<file path="src/sv/mtf_pkg.sv">
package mtf_pkg;

    localparam int CAPACITY = 16;
    localparam int DATA_W   = 32;
    localparam int IDX_W    = $clog2(CAPACITY);
    localparam int COUNT_W  = $clog2(CAPACITY + 1);

    typedef enum logic [1:0] {
        ACT_INSERT = 2'd0,
        ACT_MOVE   = 2'd1,
        ACT_READ   = 2'd2,
        ACT_NONE   = 2'd3
    } action_t;

    typedef enum logic [1:0] {
        STAT_OK        = 2'd0,
        STAT_NOT_FOUND = 2'd1,
        STAT_EMPTY     = 2'd2,
        STAT_FULL      = 2'd3
    } status_t;

    // Per-cell control from the list controller
    typedef struct packed {
        logic shift;     // take the neighbor's value (the head cell takes the input value) this cycle
        logic occupied;  // cell holds a live entry
    } cell_ctrl_t;

endpackage

</file>
<file path="src/sv/mtf_cell.sv">
module mtf_cell (
    input  logic                              clk,
    input  mtf_pkg::cell_ctrl_t               ctrl,
    input  logic signed [mtf_pkg::DATA_W-1:0] key,
    input  logic signed [mtf_pkg::DATA_W-1:0] prev_data,
    input  logic                              found_in,
    output logic signed [mtf_pkg::DATA_W-1:0] data,
    output logic                              found_out
);

    logic signed [mtf_pkg::DATA_W-1:0] data_reg;

    always_ff @(posedge clk)
    begin
        if (ctrl.shift)
        begin
            data_reg <= prev_data;
        end
    end

    assign data      = data_reg;
    // found_out is high once any cell at or before this one matches
    assign found_out = found_in | (ctrl.occupied & (data_reg == key));

endmodule

</file>
<file path="src/sv/move_to_front_list.sv">
// Channel  Dir  Handshake            Payload
// in       in   in_valid/in_ready    action[1:0], value[31:0]
// out      out  out_valid/out_ready  entry_value[31:0], status[1:0], last
//
// On insert and move every cell compares against value in parallel and the
// chain shifts by one place in the same edge.
// Read out enters S_READ, then loads the entries from head to tail into the output
// register as it frees; in_ready is low until the tail entry is loaded into it.
// The output register decouples the sides; a stalled out_ready holds in_ready low.
// Reset empties the list; cell contents are not cleared.
module move_to_front_list (
    input  logic                              clk,
    input  logic                              rst_n,
    input  logic                              in_valid,
    output logic                              in_ready,
    input  logic [1:0]                        action,
    input  logic signed [mtf_pkg::DATA_W-1:0] value,
    output logic                              out_valid,
    input  logic                              out_ready,
    output logic signed [mtf_pkg::DATA_W-1:0] entry_value,
    output logic [1:0]                        status,
    output logic                              last
);

    typedef enum logic [1:0] {
        S_IDLE = 2'b01,
        S_READ = 2'b10
    } state_t;

    state_t                             state_reg, state_next;
    logic [mtf_pkg::COUNT_W-1:0]        count_reg, count_next;
    logic [mtf_pkg::IDX_W-1:0]          idx_reg, idx_next;
    logic                               out_valid_reg, out_valid_next;
    logic signed [mtf_pkg::DATA_W-1:0]  entry_value_reg, entry_value_next;
    logic [1:0]                         status_reg, status_next;
    logic                               last_reg, last_next;

    mtf_pkg::cell_ctrl_t                ctrl [mtf_pkg::CAPACITY];
    logic signed [mtf_pkg::DATA_W-1:0]  cell_data [mtf_pkg::CAPACITY];
    logic                               found [mtf_pkg::CAPACITY+1];

    logic slot_free;
    logic accept;
    logic is_full;
    logic is_empty;
    logic hit;
    logic do_insert;
    logic do_move;
    logic read_last;

    assign slot_free = !out_valid_reg || out_ready;
    assign in_ready  = (state_reg == S_IDLE) && slot_free;
    assign accept    = in_valid && in_ready;
    assign is_full   = (count_reg == mtf_pkg::COUNT_W'(mtf_pkg::CAPACITY));
    assign is_empty  = (count_reg == '0);
    assign hit       = found[mtf_pkg::CAPACITY];
    assign do_insert = accept && (action == mtf_pkg::ACT_INSERT) && !is_full;
    assign do_move   = accept && (action == mtf_pkg::ACT_MOVE) && !is_empty && hit;
    assign read_last = ({1'b0, idx_reg} == count_reg - 1'b1);

    assign found[0] = 1'b0;

    genvar g;
    generate
        for (g = 0; g < mtf_pkg::CAPACITY; g++)
        begin : g_cell
            always_comb
            begin
                ctrl[g].occupied = (mtf_pkg::COUNT_W'(g) < count_reg);
                // Insert shifts every cell; move shifts every cell up to and including the first match
                ctrl[g].shift    = do_insert || (do_move && !found[g]);
            end

            if (g == 0)
            begin : g_head
                mtf_cell u_cell (
                    .clk       (clk),
                    .ctrl      (ctrl[g]),
                    .key       (value),
                    .prev_data (value),
                    .found_in  (found[g]),
                    .data      (cell_data[g]),
                    .found_out (found[g+1])
                );
            end
            else
            begin : g_body
                mtf_cell u_cell (
                    .clk       (clk),
                    .ctrl      (ctrl[g]),
                    .key       (value),
                    .prev_data (cell_data[g-1]),
                    .found_in  (found[g]),
                    .data      (cell_data[g]),
                    .found_out (found[g+1])
                );
            end
        end
    endgenerate

    always_comb
    begin
        state_next       = state_reg;
        count_next       = count_reg;
        idx_next         = idx_reg;
        out_valid_next   = out_valid_reg && !out_ready;
        entry_value_next = entry_value_reg;
        status_next      = status_reg;
        last_next        = last_reg;

        unique case (state_reg)
            S_IDLE:
            begin
                if (accept)
                begin
                    unique case (action)
                        mtf_pkg::ACT_INSERT:
                        begin
                            out_valid_next   = 1'b1;
                            entry_value_next = value;
                            last_next        = 1'b1;
                            if (is_full)
                            begin
                                status_next = mtf_pkg::STAT_FULL;
                            end
                            else
                            begin
                                status_next = mtf_pkg::STAT_OK;
                                count_next  = count_reg + 1'b1;
                            end
                        end
                        mtf_pkg::ACT_MOVE:
                        begin
                            out_valid_next   = 1'b1;
                            entry_value_next = value;
                            last_next        = 1'b1;
                            priority if (is_empty)
                            begin
                                status_next = mtf_pkg::STAT_EMPTY;
                            end
                            else if (!hit)
                            begin
                                status_next = mtf_pkg::STAT_NOT_FOUND;
                            end
                            else
                            begin
                                status_next = mtf_pkg::STAT_OK;
                            end
                        end
                        mtf_pkg::ACT_READ:
                        begin
                            if (is_empty)
                            begin
                                out_valid_next   = 1'b1;
                                entry_value_next = '0;
                                status_next      = mtf_pkg::STAT_EMPTY;
                                last_next        = 1'b1;
                            end
                            else
                            begin
                                state_next = S_READ;
                                idx_next   = '0;
                            end
                        end
                        default:
                        begin
                            // unused action code: transaction dropped silently
                        end
                    endcase
                end
            end
            S_READ:
            begin
                if (slot_free)
                begin
                    out_valid_next   = 1'b1;
                    entry_value_next = cell_data[idx_reg];
                    status_next      = mtf_pkg::STAT_OK;
                    last_next        = read_last;
                    if (read_last)
                    begin
                        state_next = S_IDLE;
                    end
                    else
                    begin
                        idx_next = idx_reg + 1'b1;
                    end
                end
            end
            default:
            begin
                state_next = S_IDLE;
            end
        endcase
    end

    always_ff @(posedge clk or negedge rst_n)
    begin
        if (!rst_n)
        begin
            state_reg     <= S_IDLE;
            count_reg     <= '0;
            idx_reg       <= '0;
            out_valid_reg <= 1'b0;
        end
        else
        begin
            state_reg     <= state_next;
            count_reg     <= count_next;
            idx_reg       <= idx_next;
            out_valid_reg <= out_valid_next;
        end
    end

    always_ff @(posedge clk)
    begin
        entry_value_reg <= entry_value_next;
        status_reg      <= status_next;
        last_reg        <= last_next;
    end

    assign out_valid   = out_valid_reg;
    assign entry_value = entry_value_reg;
    assign status      = status_reg;
    assign last        = last_reg;

endmodule

</file>
<file path="config.mk">
export PLATFORM = sky130hd
export DESIGN_NAME = move_to_front_list
export DESIGN_NICKNAME = d
export VERILOG_FILES = /design/src/sv/mtf_pkg.sv /design/src/sv/mtf_cell.sv /design/src/sv/move_to_front_list.sv
export SDC_FILE = /design/constraint.sdc
export NUM_CORES = 1
export LEC_CHECK = 0
export BUFFER_PORTS_ARGS = -buffer_cell sky130_fd_sc_hd__buf_2
export CORE_MARGIN = 2
export CORE_UTILIZATION = 40
export DETAILED_ROUTE_END_ITERATION = 7
export PLACE_DENSITY = 0.64
export RECOVER_POWER = 25
export SYNTH_ARGS = -nofsm -noshare
export SYNTH_HDL_FRONTEND = slang
export SYNTH_HIERARCHICAL = 1
export SYNTH_SLANG_ARGS = --single-unit
export TNS_END_PERCENT = 1
</file>
<file path="constraint.sdc">
create_clock -name clk -period 12 [get_ports clk]
set_input_delay 1.2 -clock clk [delete_from_list [all_inputs] [get_ports clk]]
set_output_delay 1.2 -clock clk [all_outputs]
set_load 0.01 [all_outputs]
</file>
# Word-level counts from Yosys, hierarchy flattened

Cells that the tools add are included.

Logic and storage cells: 213
Output and inout bits: 37
Bits of input ports: 38
Register bits after elaboration: 559

Reduce and logical (&&, ||, !) cells: 68
Muxes and demuxes: 38
Order comparisons: 17
Equal/unequal tests: 31
Add/subtract/negate cells: 3
Bitwise logic cells: 33

Operator list:

| cell                                                                         | count |
|---|---|
| 32-bit == test                                                               | 16 |
| 32-bit two-way mux                                                           | 5 |
| 32-bit binary-select mux with 4-bit select                                   | 1 |
| 32-bit one-hot mux with 2 select lines                                       | 2 |
| 4-bit by 5-bit less-than comparator with 1-bit output (first input constant) | 8 |
| 1-bit logical AND                                                            | 23 |
| 3-bit by 5-bit less-than comparator with 1-bit output (first input constant) | 4 |
| 2-bit two-way mux                                                            | 10 |
| 4-bit two-way mux                                                            | 5 |
| 1-bit logical NOT                                                            | 19 |
| 1-bit logical OR                                                             | 17 |
| 1-bit bitwise AND                                                            | 16 |
| 1-bit bitwise OR                                                             | 15 |
| 5-bit AND reduction                                                          | 3 |
| 1-bit by 5-bit less-than comparator with 1-bit output (first input constant) | 2 |
| 2-bit by 5-bit less-than comparator with 1-bit output (first input constant) | 2 |
| 2-bit inequality test (second input constant)                                | 5 |
| 1-bit one-hot mux with 2 select lines                                        | 4 |
| 2-bit one-hot mux with 2 select lines                                        | 2 |
| 4-bit one-hot mux with 2 select lines                                        | 1 |
| 1-bit two-way mux                                                            | 7 |
| 2-bit one-hot mux with 3 select lines                                        | 1 |
| 6-bit AND reduction                                                          | 1 |
| 5-bit by 1-bit adder with 5-bit output (second input constant)               | 1 |
| 18 further kinds                                                             | 20 |

# Logic depth before layout (Yosys ltp)

Depth after elaboration: 22
Mapped depth: 25
Depth with buffers taken out: 23

# Hierarchy

Netlist, hierarchy kept.

By module, submodules not included:

| module             | cells an instance | instances | sequential area each (µm²) | area an instance (µm²) |
|---|---|---|---|---|
| mtf_cell           | 76                | 16        | 960.9                      | 1316.3 |
| move_to_front_list | 536               | 1         | 1352.5                     | 6478.7 |

# Worst setup path before layout

OpenSTA, ideal clock, no wires.

Path type: input to register
Start: input port value[15] (netlist name)
End: register g_cell[15].g_body.u_cell.data_reg (netlist bit g_cell[15].g_body.u_cell/data[0]) (enable)
Stages on the path: 19
Path slack: 5.596 ns
Required time: 11.568 ns
Data arrival time: 5.972 ns
Cells stage by stage: xor2_1 nor4_1 and3_1 a31o_1 a31o_1 a31o_1 a31o_1 a31o_1 a31o_1 a31o_1 a31o_1 a31o_1 a31o_1 a31o_1 a31o_1 a31o_1 a31o_1 a31o_1 a21oi_1

RTL lines:

| element              | RTL line                 | source |
|---|---|---|
| start, declared      | move_to_front_list.sv:17 | `input logic signed [mtf_pkg::DATA_W-1:0] value,` |
| end signal, assigned | mtf_cell.sv:17           | `data_reg <= prev_data;` |
| end, declared        | mtf_cell.sv:11           | `logic signed [mtf_pkg::DATA_W-1:0] data_reg;` |

==> results.cfg <==
[global_route]
top_usage_layer = met2
first_global_vias = 16400
antenna_found_initial = 0
grtUsageTotal_pct = 21.1
grt.overflow.total = 0
grt_util_met1_pct = 30.4
grt_use_met2_pct = 32.3
grt_max_degree = 65
met3_usage_pct = 4.23
grt_pass1_wl_um = 110000

[clock_tree]
cts_sinks = 559
cts_setup_buffers = 0
path_clk_slew_ns = 0.06
cts_buffers = 61
tritoncts = built
cts_buffer_depth = 3
ctsRootBufferMaster = clkbuf_16
cts_resized = 0
hold_buffers = 0
h-tree-depth = 2
clk_latency_ns = 0.63

[sta]
finalClockSkew_ns = 0.0334
setup_viol = 0
rsz0062_at_grt = false
slew_viol_final = 0
hold_violations = 0
finalWorstSetupSlack_ns = 4.69
maxSlewHeadroom_pct = 29.4
period_share_pct = 60.9
tightest_slew_ns = 1.06
period_minus_slack_ns = 7.31
max_freq_mhz = 137
final.setup.tns_ns = 0

[place]
hpwl_um = 49700
portBuffers = 74
place_worst_setup_slack_ns = 4.17
routabilityCongestion = 0.883

[drt]
wl_per_cell_um = 26.6
drc_errors = 0
via_count = 16100
drtIter0Drc = 1685
wl_um = 74300
vias_per_cell = 5.78
dr.pass1.iters = 5
antenna_left = 0

[logic_synthesis]
ys_seq_area_share_pct = 60.7
synth.largest_area_cell = edfxtp_1
synth_flop_cell = edfxtp_1
avgSynthCellArea_um2 = 15.7
synth_cells = 1752
netlist_area_um2 = 27500
yosys_warnings = 6
synth_area_leaders = edfxtp_1, xnor2_1, mux4_2
synth_cell_types = 50
async_reset_ff_share_pct = 2.15
postSynthRegisterBits = 559
synth_edf_count = 547
synth_top_cell_area_share_pct = 59.6
synth_nets = 1801

[setup_path]
worstSetupEndpointType = flip-flop
critPathArrivalTime_ns = 7.59
reg2reg_to = g_cell[0].g_head.u_cell/data[22]
crit_end = g_cell[3].g_body.u_cell/data[13]
path_class = input port to flip-flop
critPathRequiredTime_ns = 12.28
start_kind = input port
r2r_cells = 25
path_max_fanout = 18
rr_startpoint = count_reg[4]
setup.worst_path.start = value[19]
reg2reg_slack_ns = 4.98

[power]
total_leakage_power_uw = 0.00927
ir_drop_mv = 0.106
finalPower_uw = 5530
p_per_area_nw_per_um2 = 176

[layout]
finish.utilization_pct = 45.9
finalNetCount = 1909
largest_reg_flops = 480
drive_above_1_share_pct = 18.5
multi_input_area_um2 = 10700
area_growth_pct = 13.8
antenna_cells = 0
n_fill_cell = 5900
regArea_um2 = 16700

[die]
die_w_um = 266
die_area_um2 = 71000
die_height_um = 266
design.core.area_um2 = 68300
pin_count = 75
initial_core_util_pct = 40.3
rows = 96

[hold_path]
hold_path.class = flip-flop to flip-flop

[job]
max_cap_viol_count = 0

[status]
status = completed
logic make-up (layout without fill, tap and decap cells):
group           Yosys count  count (layout)  share of synthesized area, %
compound gates          126             126                          2.80
buf+inv                  69             229                          1.04
other cells               1               1                        0.0136
mux                     193             193                          12.8
flops                   559             559                          60.7
xor+xnor                521             521                          16.6
fa+ha+maj                11              11                         0.500
simple gates            272             272                          5.51
layer usage:
metal	vias to the layer above	routed length (um)
met3	111	5940
met2	665	34000
met5	-	0
met4	0	2130
met1	8382	32200
li1	6989	-
report_power, final:
| part | total, uW | switching, uW | internal, uW |
|---|---|---|---|
| logic | 1000 | 565 | 437 |
| clock network | 2050 | 813 | 1240 |
| registers | 2480 | 148 | 2330 |
how the worst min path moves through the flow:
stage,start,cells after the start,slack (ns),to
2_1_floorplan,g_cell[10].g_body.u_cell/data[12],0,0.47,g_cell[11].g_body.u_cell/data[12]
3_3_place_gp,g_cell[2].g_body.u_cell/data[14],0,0.47,g_cell[3].g_body.u_cell/data[14]
3_5_place_dp,g_cell[10].g_body.u_cell/data[0],0,0.48,g_cell[11].g_body.u_cell/data[0]
4_1_cts,rst_n,1,0.45,out_valid
5_1_grt,g_cell[11].g_body.u_cell/data[22],0,0.51,g_cell[12].g_body.u_cell/data[22]
6_report,g_cell[11].g_body.u_cell/data[7],0,0.49,g_cell[12].g_body.u_cell/data[7]
stage by stage:
step	cells	hold slack, ns	area (um2)
after detailed placement	2679	0.479	29200
final	2794	0.485	31300
after floorplan	1752	0.465	27500
after CTS	2794	0.452	31300
after global placement	2679	0.472	29200
after global routing	2794	0.506	31300
layout make-up:
type                       instances  share of cell area (%)
clock buffer                      70                    4.98
clock inverter                    45                    1.92
inverter                          13                   0.156
multi-input combinational       1124                    34.2
sequential                       559                    53.4
tap                              882                    3.52
timing repair buffer             101                    1.82
synthesized netlist by cell type (2+ instances only):
cell,number
and3_1,16
xor2_1,67
clkbuf_1,28
buf_1,7
nor3b_1,3
o21ai_0,39
nor4_1,33
nor2b_1,3
nor3_1,19
nor2_1,43
mux4_2,128
ha_1,11
nand2_1,21
buf_2,21
a31oi_1,2
inv_1,13
xnor2_1,454
nand2b_1,5
o21bai_1,5
a211oi_1,2
dfrtp_1,11
a21oi_1,50
edfxtp_1,547
nand3_1,23
a31o_1,16
nand4_1,97
mux2i_1,65
cell usage in the layout (no fill, tap or decap), types with 16 or more instances in the layout:
master     instances
and3_1            16
mux4_2           128
a21oi_1           35
nor4_1            33
nor2_1            41
xor2_1            67
o21ai_0           39
nand4_1           97
nand3_1           23
xnor2_1          454
clkbuf_16         61
nand2_1           21
a31o_1            16
buf_2             73
edfxtp_1         547
mux2i_1           65
buf_4             27
nor3_1            19
critical path: stages:
cell and delay, ns:
buf_2 0.43, xnor2_1 0.20, nand4_1 0.22, nor4_1 0.83
a31o_1 0.31, a31o_1 0.19, a31o_1 0.19, a31o_1 0.18
a31o_1 0.19, a31o_1 0.19, a31o_1 0.18, a31o_1 0.19
a31o_1 0.18, a31o_1 0.19, a31o_1 0.19, a31o_1 0.18
a31o_1 0.19, a31o_1 0.18, a31o_1 0.15, nand2_1 0.06
a211o_1 0.30, buf_4 0.26, a21oi_4 0.67, buf_4 0.46
Power figures use the tool's default switching activity.
